**src/sv/crs_pkg.sv**
```systemverilog
// crs_pkg: shared constants, codes and controller/datapath link types
// for the c-look request scheduler; no dependencies
package crs_pkg;

    localparam int DEF_QUEUE_DEPTH = 16;
    localparam int DEF_SECTOR_BITS = 48;
    localparam int TAG_BITS        = 8;

    // operation codes
    localparam logic [1:0] OP_ADD      = 2'd0;
    localparam logic [1:0] OP_DISPATCH = 2'd1;
    localparam logic [1:0] OP_REMOVE   = 2'd2;

    // status codes
    localparam logic [1:0] ST_OK        = 2'd0;
    localparam logic [1:0] ST_FULL      = 2'd1;
    localparam logic [1:0] ST_EMPTY     = 2'd2;
    localparam logic [1:0] ST_NOT_FOUND = 2'd3;

    // controller to datapath
    typedef struct packed {
        logic capture;
        logic eval;
        logic scan_inc;
        logic exec;
    } t_crs_cmd;

    // datapath to controller
    typedef struct packed {
        logic is_remove;
        logic scan_done;
        logic scan_hit;
        logic out_free;
    } t_crs_stat;

endpackage

```
**src/sv/crs_ctrl.sv**
```systemverilog
// crs_ctrl: sequencer for the c-look request scheduler
// depends on crs_pkg (command and status structs)
module crs_ctrl import crs_pkg::*; (
    input  logic      i_clk,
    input  logic      i_rst_n,
    input  logic      i_valid,
    output logic      o_ready,
    input  t_crs_stat i_stat,
    output t_crs_cmd  o_cmd
);

    typedef enum logic [1:0] {
        S_IDLE,
        S_EVAL,
        S_SCAN,
        S_EXEC
    } t_state;

    t_state r_state;
    t_state n_state;

    assign o_ready = (r_state == S_IDLE);

    always_comb begin
        n_state = r_state;
        o_cmd   = '0;
        case (r_state)
            S_IDLE: begin
                if (i_valid) begin
                    o_cmd.capture = 1'b1;
                    n_state       = S_EVAL;
                end
            end
            S_EVAL: begin
                o_cmd.eval = 1'b1;
                n_state    = i_stat.is_remove ? S_SCAN : S_EXEC;
            end
            S_SCAN: begin
                if (i_stat.scan_done || i_stat.scan_hit) begin
                    n_state = S_EXEC;
                end else begin
                    o_cmd.scan_inc = 1'b1;
                end
            end
            S_EXEC: begin
                if (i_stat.out_free) begin
                    o_cmd.exec = 1'b1;
                    n_state    = S_IDLE;
                end
            end
            default: begin
                n_state = S_IDLE;
            end
        endcase
    end

    always_ff @(posedge i_clk) begin
        if (!i_rst_n) begin
            r_state <= S_IDLE;
        end else begin
            r_state <= n_state;
        end
    end

endmodule

```
**src/sv/crs_datapath.sv**
```systemverilog
// crs_datapath: compare-and-shift slot row, head register and result register
// depends on crs_pkg (codes, command and status structs)
module crs_datapath import crs_pkg::*; #(
    parameter int QUEUE_DEPTH = DEF_QUEUE_DEPTH,
    parameter int SECTOR_BITS = DEF_SECTOR_BITS,
    parameter int CW          = $clog2(QUEUE_DEPTH + 1)
) (
    input  logic                   i_clk,
    input  logic                   i_rst_n,
    input  t_crs_cmd               i_cmd,
    output t_crs_stat              o_stat,
    input  logic [1:0]             i_operation,
    input  logic [SECTOR_BITS-1:0] i_sector,
    input  logic [TAG_BITS-1:0]    i_tag,
    output logic                   o_valid,
    input  logic                   i_ready,
    output logic [1:0]             o_status,
    output logic [SECTOR_BITS-1:0] o_out_sector,
    output logic [TAG_BITS-1:0]    o_out_tag,
    output logic [CW-1:0]          o_entries_held
);

    localparam int PW = $clog2(QUEUE_DEPTH);

    logic [SECTOR_BITS-1:0] r_sec [QUEUE_DEPTH];
    logic [TAG_BITS-1:0]    r_tag [QUEUE_DEPTH];
    logic [CW-1:0]          r_count;
    logic [SECTOR_BITS-1:0] r_head;
    logic [QUEUE_DEPTH-1:0] r_flag;
    logic [CW-1:0]          r_idx;

    logic [1:0]             r_op;
    logic [SECTOR_BITS-1:0] r_isec;
    logic [TAG_BITS-1:0]    r_itag;

    logic                   r_out_valid;
    logic [1:0]             r_status;
    logic [SECTOR_BITS-1:0] r_osec;
    logic [TAG_BITS-1:0]    r_otag;
    logic [CW-1:0]          r_oheld;

    logic [QUEUE_DEPTH-1:0] n_flag;
    logic [1:0]             n_status;
    logic [CW-1:0]          n_count;
    logic [QUEUE_DEPTH-1:0] w_prev;
    logic                   w_fresh_low;
    logic                   w_full;
    logic                   w_found;
    logic                   w_pop;

    // per-slot evaluation: c-look ordering for add, tag match for remove
    assign w_fresh_low = (r_isec < r_head);

    always_comb begin
        for (int i = 0; i < QUEUE_DEPTH; i++) begin
            if (CW'(i) >= r_count) begin
                n_flag[i] = 1'b0;
            end else if (r_op == OP_REMOVE) begin
                n_flag[i] = (r_tag[i] == r_itag);
            end else if (w_fresh_low) begin
                n_flag[i] = (r_sec[i] < r_head) && (r_isec < r_sec[i]);
            end else begin
                n_flag[i] = (r_sec[i] < r_head) || (r_isec < r_sec[i]);
            end
        end
    end

    assign w_prev  = {r_flag[QUEUE_DEPTH-2:0], 1'b0};
    assign w_full  = (r_count == CW'(QUEUE_DEPTH));
    assign w_found = (r_idx < r_count);
    assign w_pop   = (r_op == OP_DISPATCH) && (r_count != '0);

    // status and entry count after the operation commits
    always_comb begin
        n_status = ST_OK;
        n_count  = r_count;
        case (r_op)
            OP_ADD: begin
                if (w_full) begin
                    n_status = ST_FULL;
                end else begin
                    n_count = r_count + CW'(1);
                end
            end
            OP_DISPATCH: begin
                if (r_count == '0) begin
                    n_status = ST_EMPTY;
                end else begin
                    n_count = r_count - CW'(1);
                end
            end
            OP_REMOVE: begin
                if (w_found) begin
                    n_count = r_count - CW'(1);
                end else begin
                    n_status = ST_NOT_FOUND;
                end
            end
            default: begin
            end
        endcase
    end

    assign o_stat.is_remove = (r_op == OP_REMOVE);
    assign o_stat.scan_done = !w_found;
    assign o_stat.scan_hit  = w_found && r_flag[r_idx[PW-1:0]];
    assign o_stat.out_free  = !r_out_valid || i_ready;

    // slot row and request latch
    always_ff @(posedge i_clk) begin
        if (i_cmd.capture) begin
            r_op   <= i_operation;
            r_isec <= i_sector;
            r_itag <= i_tag;
        end
        if (i_cmd.eval) begin
            r_flag <= n_flag;
        end
        if (i_cmd.exec) begin
            case (r_op)
                OP_ADD: begin
                    if (!w_full) begin
                        // insert where the flags first turn on, or at the tail
                        for (int i = 0; i < QUEUE_DEPTH; i++) begin
                            if (!w_prev[i] && (r_flag[i] || CW'(i) == r_count)) begin
                                r_sec[i] <= r_isec;
                                r_tag[i] <= r_itag;
                            end
                        end
                        // slots behind the insert point move back by one
                        for (int i = 1; i < QUEUE_DEPTH; i++) begin
                            if (w_prev[i]) begin
                                r_sec[i] <= r_sec[i-1];
                                r_tag[i] <= r_tag[i-1];
                            end
                        end
                    end
                end
                OP_DISPATCH: begin
                    for (int i = 0; i < QUEUE_DEPTH - 1; i++) begin
                        r_sec[i] <= r_sec[i+1];
                        r_tag[i] <= r_tag[i+1];
                    end
                end
                OP_REMOVE: begin
                    if (w_found) begin
                        for (int i = 0; i < QUEUE_DEPTH - 1; i++) begin
                            if (CW'(i) >= r_idx) begin
                                r_sec[i] <= r_sec[i+1];
                                r_tag[i] <= r_tag[i+1];
                            end
                        end
                    end
                end
                default: begin
                end
            endcase
        end
    end

    // control registers, head and result register
    always_ff @(posedge i_clk) begin
        if (!i_rst_n) begin
            r_count     <= '0;
            r_head      <= '0;
            r_idx       <= '0;
            r_out_valid <= 1'b0;
        end else begin
            if (i_cmd.eval) begin
                r_idx <= '0;
            end else if (i_cmd.scan_inc) begin
                r_idx <= r_idx + CW'(1);
            end
            if (i_cmd.exec) begin
                r_out_valid <= 1'b1;
            end else if (r_out_valid && i_ready) begin
                r_out_valid <= 1'b0;
            end
            if (i_cmd.exec) begin
                r_status <= n_status;
                r_count  <= n_count;
                r_oheld  <= n_count;
                if (w_pop) begin
                    r_osec <= r_sec[0];
                    r_otag <= r_tag[0];
                    r_head <= r_sec[0];
                end else begin
                    r_osec <= '0;
                    r_otag <= '0;
                end
            end
        end
    end

    assign o_valid        = r_out_valid;
    assign o_status       = r_status;
    assign o_out_sector   = r_osec;
    assign o_out_tag      = r_otag;
    assign o_entries_held = r_oheld;

    // the queue never holds more entries than it has slots
    a_count_bound: assert property (@(posedge i_clk) disable iff (!i_rst_n)
        r_count <= CW'(QUEUE_DEPTH))
        else $error("entry count beyond queue depth");

    // a result is never loaded over one that is still waiting
    a_no_overwrite: assert property (@(posedge i_clk) disable iff (!i_rst_n)
        i_cmd.exec |-> (!r_out_valid || i_ready))
        else $error("result register overwritten");

    // a dispatch from a non-empty queue moves the head to the popped sector
    a_head_move: assert property (@(posedge i_clk) disable iff (!i_rst_n)
        (i_cmd.exec && r_op == OP_DISPATCH && r_count != '0)
            |=> (r_head == $past(r_sec[0])))
        else $error("head not moved on dispatch");

    // the tag scan never runs past the queued entries
    a_scan_bound: assert property (@(posedge i_clk) disable iff (!i_rst_n)
        i_cmd.scan_inc |-> (r_idx < r_count))
        else $error("tag scan past queue end");

endmodule

```
**src/sv/clook_request_scheduler.sv**
```systemverilog
// clook_request_scheduler: c-look disk request queue, top level
// depends on crs_pkg, crs_ctrl and crs_datapath
//
// usage
//   input channel (i_valid / o_ready) carries one operation per transfer:
//   add a request (sector, tag), dispatch the front request, or remove a
//   request by tag. output channel (o_valid / i_ready) returns exactly one
//   result per operation: status, dispatched sector and tag (zero unless a
//   dispatch succeeded) and the number of entries held afterwards.
//   steps: an add, dispatch or unused code is captured, evaluated and then
//   committed to the output register that drives o_valid; a remove adds a
//   tag scan between evaluation and commit over the stored entries up to
//   and including the match, or over all of them when no tag matches.
//   one operation is taken at a time: o_ready stays low until the current
//   one commits. the slot row compares every entry in parallel in its
//   evaluate step and shifts them in its commit step.
//   the result sits in an output register, so a new operation is taken and
//   evaluated while the previous result waits; if the receiver stalls, the
//   block holds at its commit step until the result register frees.
//   reset (i_rst_n, synchronous, active low) empties the queue and puts the
//   head position at sector 0; slot contents are not cleared.
module clook_request_scheduler import crs_pkg::*; #(
    parameter int QUEUE_DEPTH = DEF_QUEUE_DEPTH,
    parameter int SECTOR_BITS = DEF_SECTOR_BITS
) (
    input  logic                               i_clk,
    input  logic                               i_rst_n,
    // input channel
    input  logic                               i_valid,
    output logic                               o_ready,
    input  logic [1:0]                         i_operation,
    input  logic [SECTOR_BITS-1:0]             i_sector,
    input  logic [TAG_BITS-1:0]                i_tag,
    // output channel
    output logic                               o_valid,
    input  logic                               i_ready,
    output logic [1:0]                         o_status,
    output logic [SECTOR_BITS-1:0]             o_out_sector,
    output logic [TAG_BITS-1:0]                o_out_tag,
    output logic [$clog2(QUEUE_DEPTH+1)-1:0]   o_entries_held
);

    // command and status link between sequencer and slot row
    t_crs_cmd  w_cmd;
    t_crs_stat w_stat;

    crs_ctrl u_ctrl (
        .i_clk   (i_clk),
        .i_rst_n (i_rst_n),
        .i_valid (i_valid),
        .o_ready (o_ready),
        .i_stat  (w_stat),
        .o_cmd   (w_cmd)
    );

    // slot row holds the queue in service order; each slot compares itself
    // against the fresh request and the head, so insert point is found
    // locally from its neighbour's flag
    crs_datapath #(
        .QUEUE_DEPTH (QUEUE_DEPTH),
        .SECTOR_BITS (SECTOR_BITS)
    ) u_datapath (
        .i_clk          (i_clk),
        .i_rst_n        (i_rst_n),
        .i_cmd          (w_cmd),
        .o_stat         (w_stat),
        .i_operation    (i_operation),
        .i_sector       (i_sector),
        .i_tag          (i_tag),
        .o_valid        (o_valid),
        .i_ready        (i_ready),
        .o_status       (o_status),
        .o_out_sector   (o_out_sector),
        .o_out_tag      (o_out_tag),
        .o_entries_held (o_entries_held)
    );

endmodule

```
**config.mk**
```make
export PLATFORM = sky130hd
export DESIGN_NAME = clook_request_scheduler
export DESIGN_NICKNAME = d
export VERILOG_FILES = /design/src/sv/crs_pkg.sv /design/src/sv/crs_ctrl.sv /design/src/sv/crs_datapath.sv /design/src/sv/clook_request_scheduler.sv
export SDC_FILE = /design/constraint.sdc
export NUM_CORES = 2
export LEC_CHECK = 0
export BUFFER_PORTS_ARGS = -buffer_cell sky130_fd_sc_hd__buf_2
export CAP_MARGIN = 20
export CELL_PAD_IN_SITES_DETAIL_PLACEMENT = 0
export CELL_PAD_IN_SITES_GLOBAL_PLACEMENT = 2
export CORE_ASPECT_RATIO = 1.5
export CORE_MARGIN = 3
export CORE_UTILIZATION = 30
export DETAILED_ROUTE_END_ITERATION = 6
export PLACE_DENSITY_LB_ADDON = 0.1
export RECOVER_POWER = 50
export SLEW_MARGIN = 40
export SYNTH_ARGS = -nofsm -noshare
export SYNTH_HDL_FRONTEND = slang
export SYNTH_SLANG_ARGS = --single-unit
```
**constraint.sdc**
```tcl
create_clock -name i_clk -period 7.9 [get_ports i_clk]
set_input_delay 0.79 -clock i_clk [delete_from_list [all_inputs] [get_ports i_clk]]
set_output_delay 0.79 -clock i_clk [all_outputs]
set_load 0.05 [all_outputs]
```
==> run metrics <==
Initial Util 30.2%; min cycle time layout 6.57 ns; Crit. End Element register; CTS H-tree lvls 4; Post-route DRC 0; Post-synth EDFFs between 1k and 1.5k; syn_nets 10.8k; part of the Yosys area used for sequential elements 36.5%; Synth area leaders edfxtp_1 (35%), ha_1 (22%), mux2i_1 (4.8%); Slew Limit Fails roughly 1.1k; Clock transition at path regs 0.06 ns; TritonCTS Buffers 152; initial drt markers 5789; largest net degree at the start of global routing 85; I/O Buffers roughly 130; outcome complete, but fails checks; Post-Syn Area per Cell 9.62 um2; FF-to-FF setup slack ~1.3 ns; CTS-repair resized insts 0; synthesis warning total 0; CTS tree built; RSZ-0062 raised after global routing false; core area just under 0.3 mm2; Worst Skew 0.0486 ns; Finish-stage setup viols 0; Synth Instances 9168; ys flop type edfxtp_1; number of global-route vias before repair ~76k; crit start category register; final non-filler cell total about 13k; drt wl/cell 33.9 um; GP Congestion around 0.94; post-CTS setup buffer count 0; num rows 243; Slew headroom -202%; Die ar. 0.301 mm2; cell area after synthesis 0.0882 mm2; Synth area leader edfxtp_1; GRT Total Usage 29.4%; Synth cell types 79; cells on worst reg2reg path 12; Finished Cell Area 0.100 mm2; final hold viol count 0; gr busiest metal met2; Via density 5.58; vias 74.7k; Fillers 30.2k; worst setup path class reg2reg; hold depth 1; Max IR drop VDD approximately 0.00017 V; final worst path period share just over 80%; Die Y-Extent 670 um; GR Layer Usage met2 53.5%; Final Total Pwr 22.3 mW; Clock Path Buffers 4; first-pass GRT wire length 622000 um; Worst EP arrival 7.29 ns; Overflow after GRT 0; crit-path max FO 49; share of cells above drive strength 1 7.81%; IO Count 127; Peak Freq roughly 150 MHz; Detailed Routing Iterations Pass 1 6; Clock Latency Late Sink 0.88 ns; die width 449 um; min-delay worst type in2reg; Nets around 11k; leak pwr 43.1 nW; failing checks max-capacitance violations, max-slew violations; Synth Register Bits 1094; Power per Cell Area 223 mW/mm2; Layout Utilization 34.2%; M1 GR Usage 31.7%; post-route ant nets 0; CTS Hold Bufs 0; setup_tns 0 ns; Post-synth ARST share 0%; critical path required time 8.62 ns; met3 usage 3.38%; initial antenna violation count 33; top-area cell type share of the netlist area 35.2%; drt total wl 454000 um; max cap viols 34; Post-DP Area 0.0957 mm2; Post-DP HPWL ~350000 um; CTS Sinks 1094; CTS Root Cell clkbuf_16; Area Growth Syn to Fin 13.5%; placed insts 13.1k; Worst Max-Slew Pin Slew 4.53 ns
[critical path: stages (launching register included)]
cell and delay [ns]:
dfxtp_1 0.68, inv_1 0.30, ha_1 0.34, a21o_1 0.16
a21o_1 0.19, a21o_1 0.19, a2111oi_0 1.24, buf_4 0.32
a21oi_1 0.08, clkbuf_1 0.95, clkbuf_2 1.00, nor2_1 0.60
a221o_1 0.17
[cell families (layout without fill, tap and decap cells)]
kind of cell / count (synthesis) / count (layout) / synth area share (%)
adders and majority gates: 1568 / 1568 / 22.2
xor gates and xnor gates: 134 / 134 / 1.33
muxes: 495 / 495 / 5.74
AOI/OAI and AO/OA: 2480 / 2480 / 17.8
and+or+nand+nor: 2150 / 2150 / 11.0
buffers and inverters: 1247 / 1541 / 5.39
DFF: 1094 / 1094 / 36.5
other: 0 / 16 / 0
[per-layer routing]
metal	up-vias	wire [um]
met2	2158	230000
met5	-	31
met1	37400	167000
met4	6	38100
li1	34400	-
met3	822	18700
[cells in the mapped netlist (all sizes together) (6+ instances only)]
cell / instances
o31a: 7
inv: 825
o21ai: 570
a311oi: 6
or3: 10
a2111oi: 29
nor3b: 6
nand3: 55
mux2i: 427
o211ai: 38
clkbuf: 335
and2: 21
dfxtp: 61
a221oi: 18
or4: 12
a22o: 49
nand2: 920
or2: 7
ha: 1567
nor3: 99
xor2: 64
a211oi: 73
mux2: 66
a31oi: 93
o22ai: 58
a21oi: 690
a211o: 13
xnor2: 70
a22oi: 202
nand2b: 56
o221ai: 21
a21o: 475
a41oi: 7
edfxtp: 1033
o31ai: 12
o21bai: 11
nand4: 287
buf: 86
and4: 24
nor2b: 62
nor4: 37
nor2: 543
o2111ai: 9
o21a: 24
a221o: 38
[cell type report]
class	instances	area, um2	area share [%]
multi-input cells	6827	52000	51.9
repair buffers	450	3000	3.00
diodes	16	40.0	0.0400
clock inverters	75	727	0.726
well taps	3920	4900	4.90
clock buffers	190	4130	4.13
flip-flops and latches	1094	32200	32.2
inverters	826	3100	3.10
[worst paths after layout]
kind | startpoint | to
max reg2reg | u_datapath.r_count[1] | u_datapath.r_sec[11][20]
max | u_datapath.r_count[1] | u_datapath.r_sec[11][20]
min reg2reg | u_datapath.r_head[43] | u_datapath.r_head[43]
min | i_tag[2] | u_datapath.r_itag[2]
[where the power goes]
part	internal [mW]	leakage (nW)	switching [mW]
Clock	4.15	2.38	3.04
Sequential	7.20	9.87	0.649
Combinational	2.40	30.8	4.86
[registers in the layout (all words and copies together) (netlist names)]
register / cells
u_datapath.r_sec: 768
u_datapath.r_tag: 128
u_datapath.o_out_sector: 48
u_datapath.r_head: 48
u_datapath.r_isec: 48
u_datapath.r_flag: 16
u_datapath.o_out_tag: 8
u_datapath.r_itag: 8
u_datapath.o_entries_held: 5
u_datapath.r_count: 5
u_datapath.r_idx: 5
u_ctrl.r_state: 2
u_datapath.o_status: 2
u_datapath.r_op: 2
u_datapath.o_valid: 1
[through the flow]
step / setup slack, ns / hold WS, ns
after global routing: 1.06 / 0.0556
after detailed placement: 2.00 / 0.458
final: 1.33 / 0.0912
after CTS: 2.05 / 0.0202
after global placement: 0.675 / 0.455
after floorplan: 1.78 / 0.442
[cell usage in the layout (no fill, tap or decap), drive strengths merged, types with 12 or more instances in the layout]
cell        n
nor2b      62
o31ai      12
a22o       49
a2111oi    29
ha       1567
a221o      38
clkbuf    323
or4        12
and4       24
o22ai      58
nand4     287
mux2       66
o21ai     570
xor2       64
nor4       37
nand2b     56
o221ai     21
bufinv     14
nor3       99
nor2      543
diode      16
a31oi      93
a211oi     73
a21oi     690
o21a       24
mux2i     427
xnor2      70
a221oi     18
dfxtp      61
a21o      475
nand3      55
and2       21
clkinv     53
edfxtp   1033
buf       317
a22oi     202
o211ai     38
inv       827
nand2     920
a211o      13
Power figures use the tool's default switching activity.
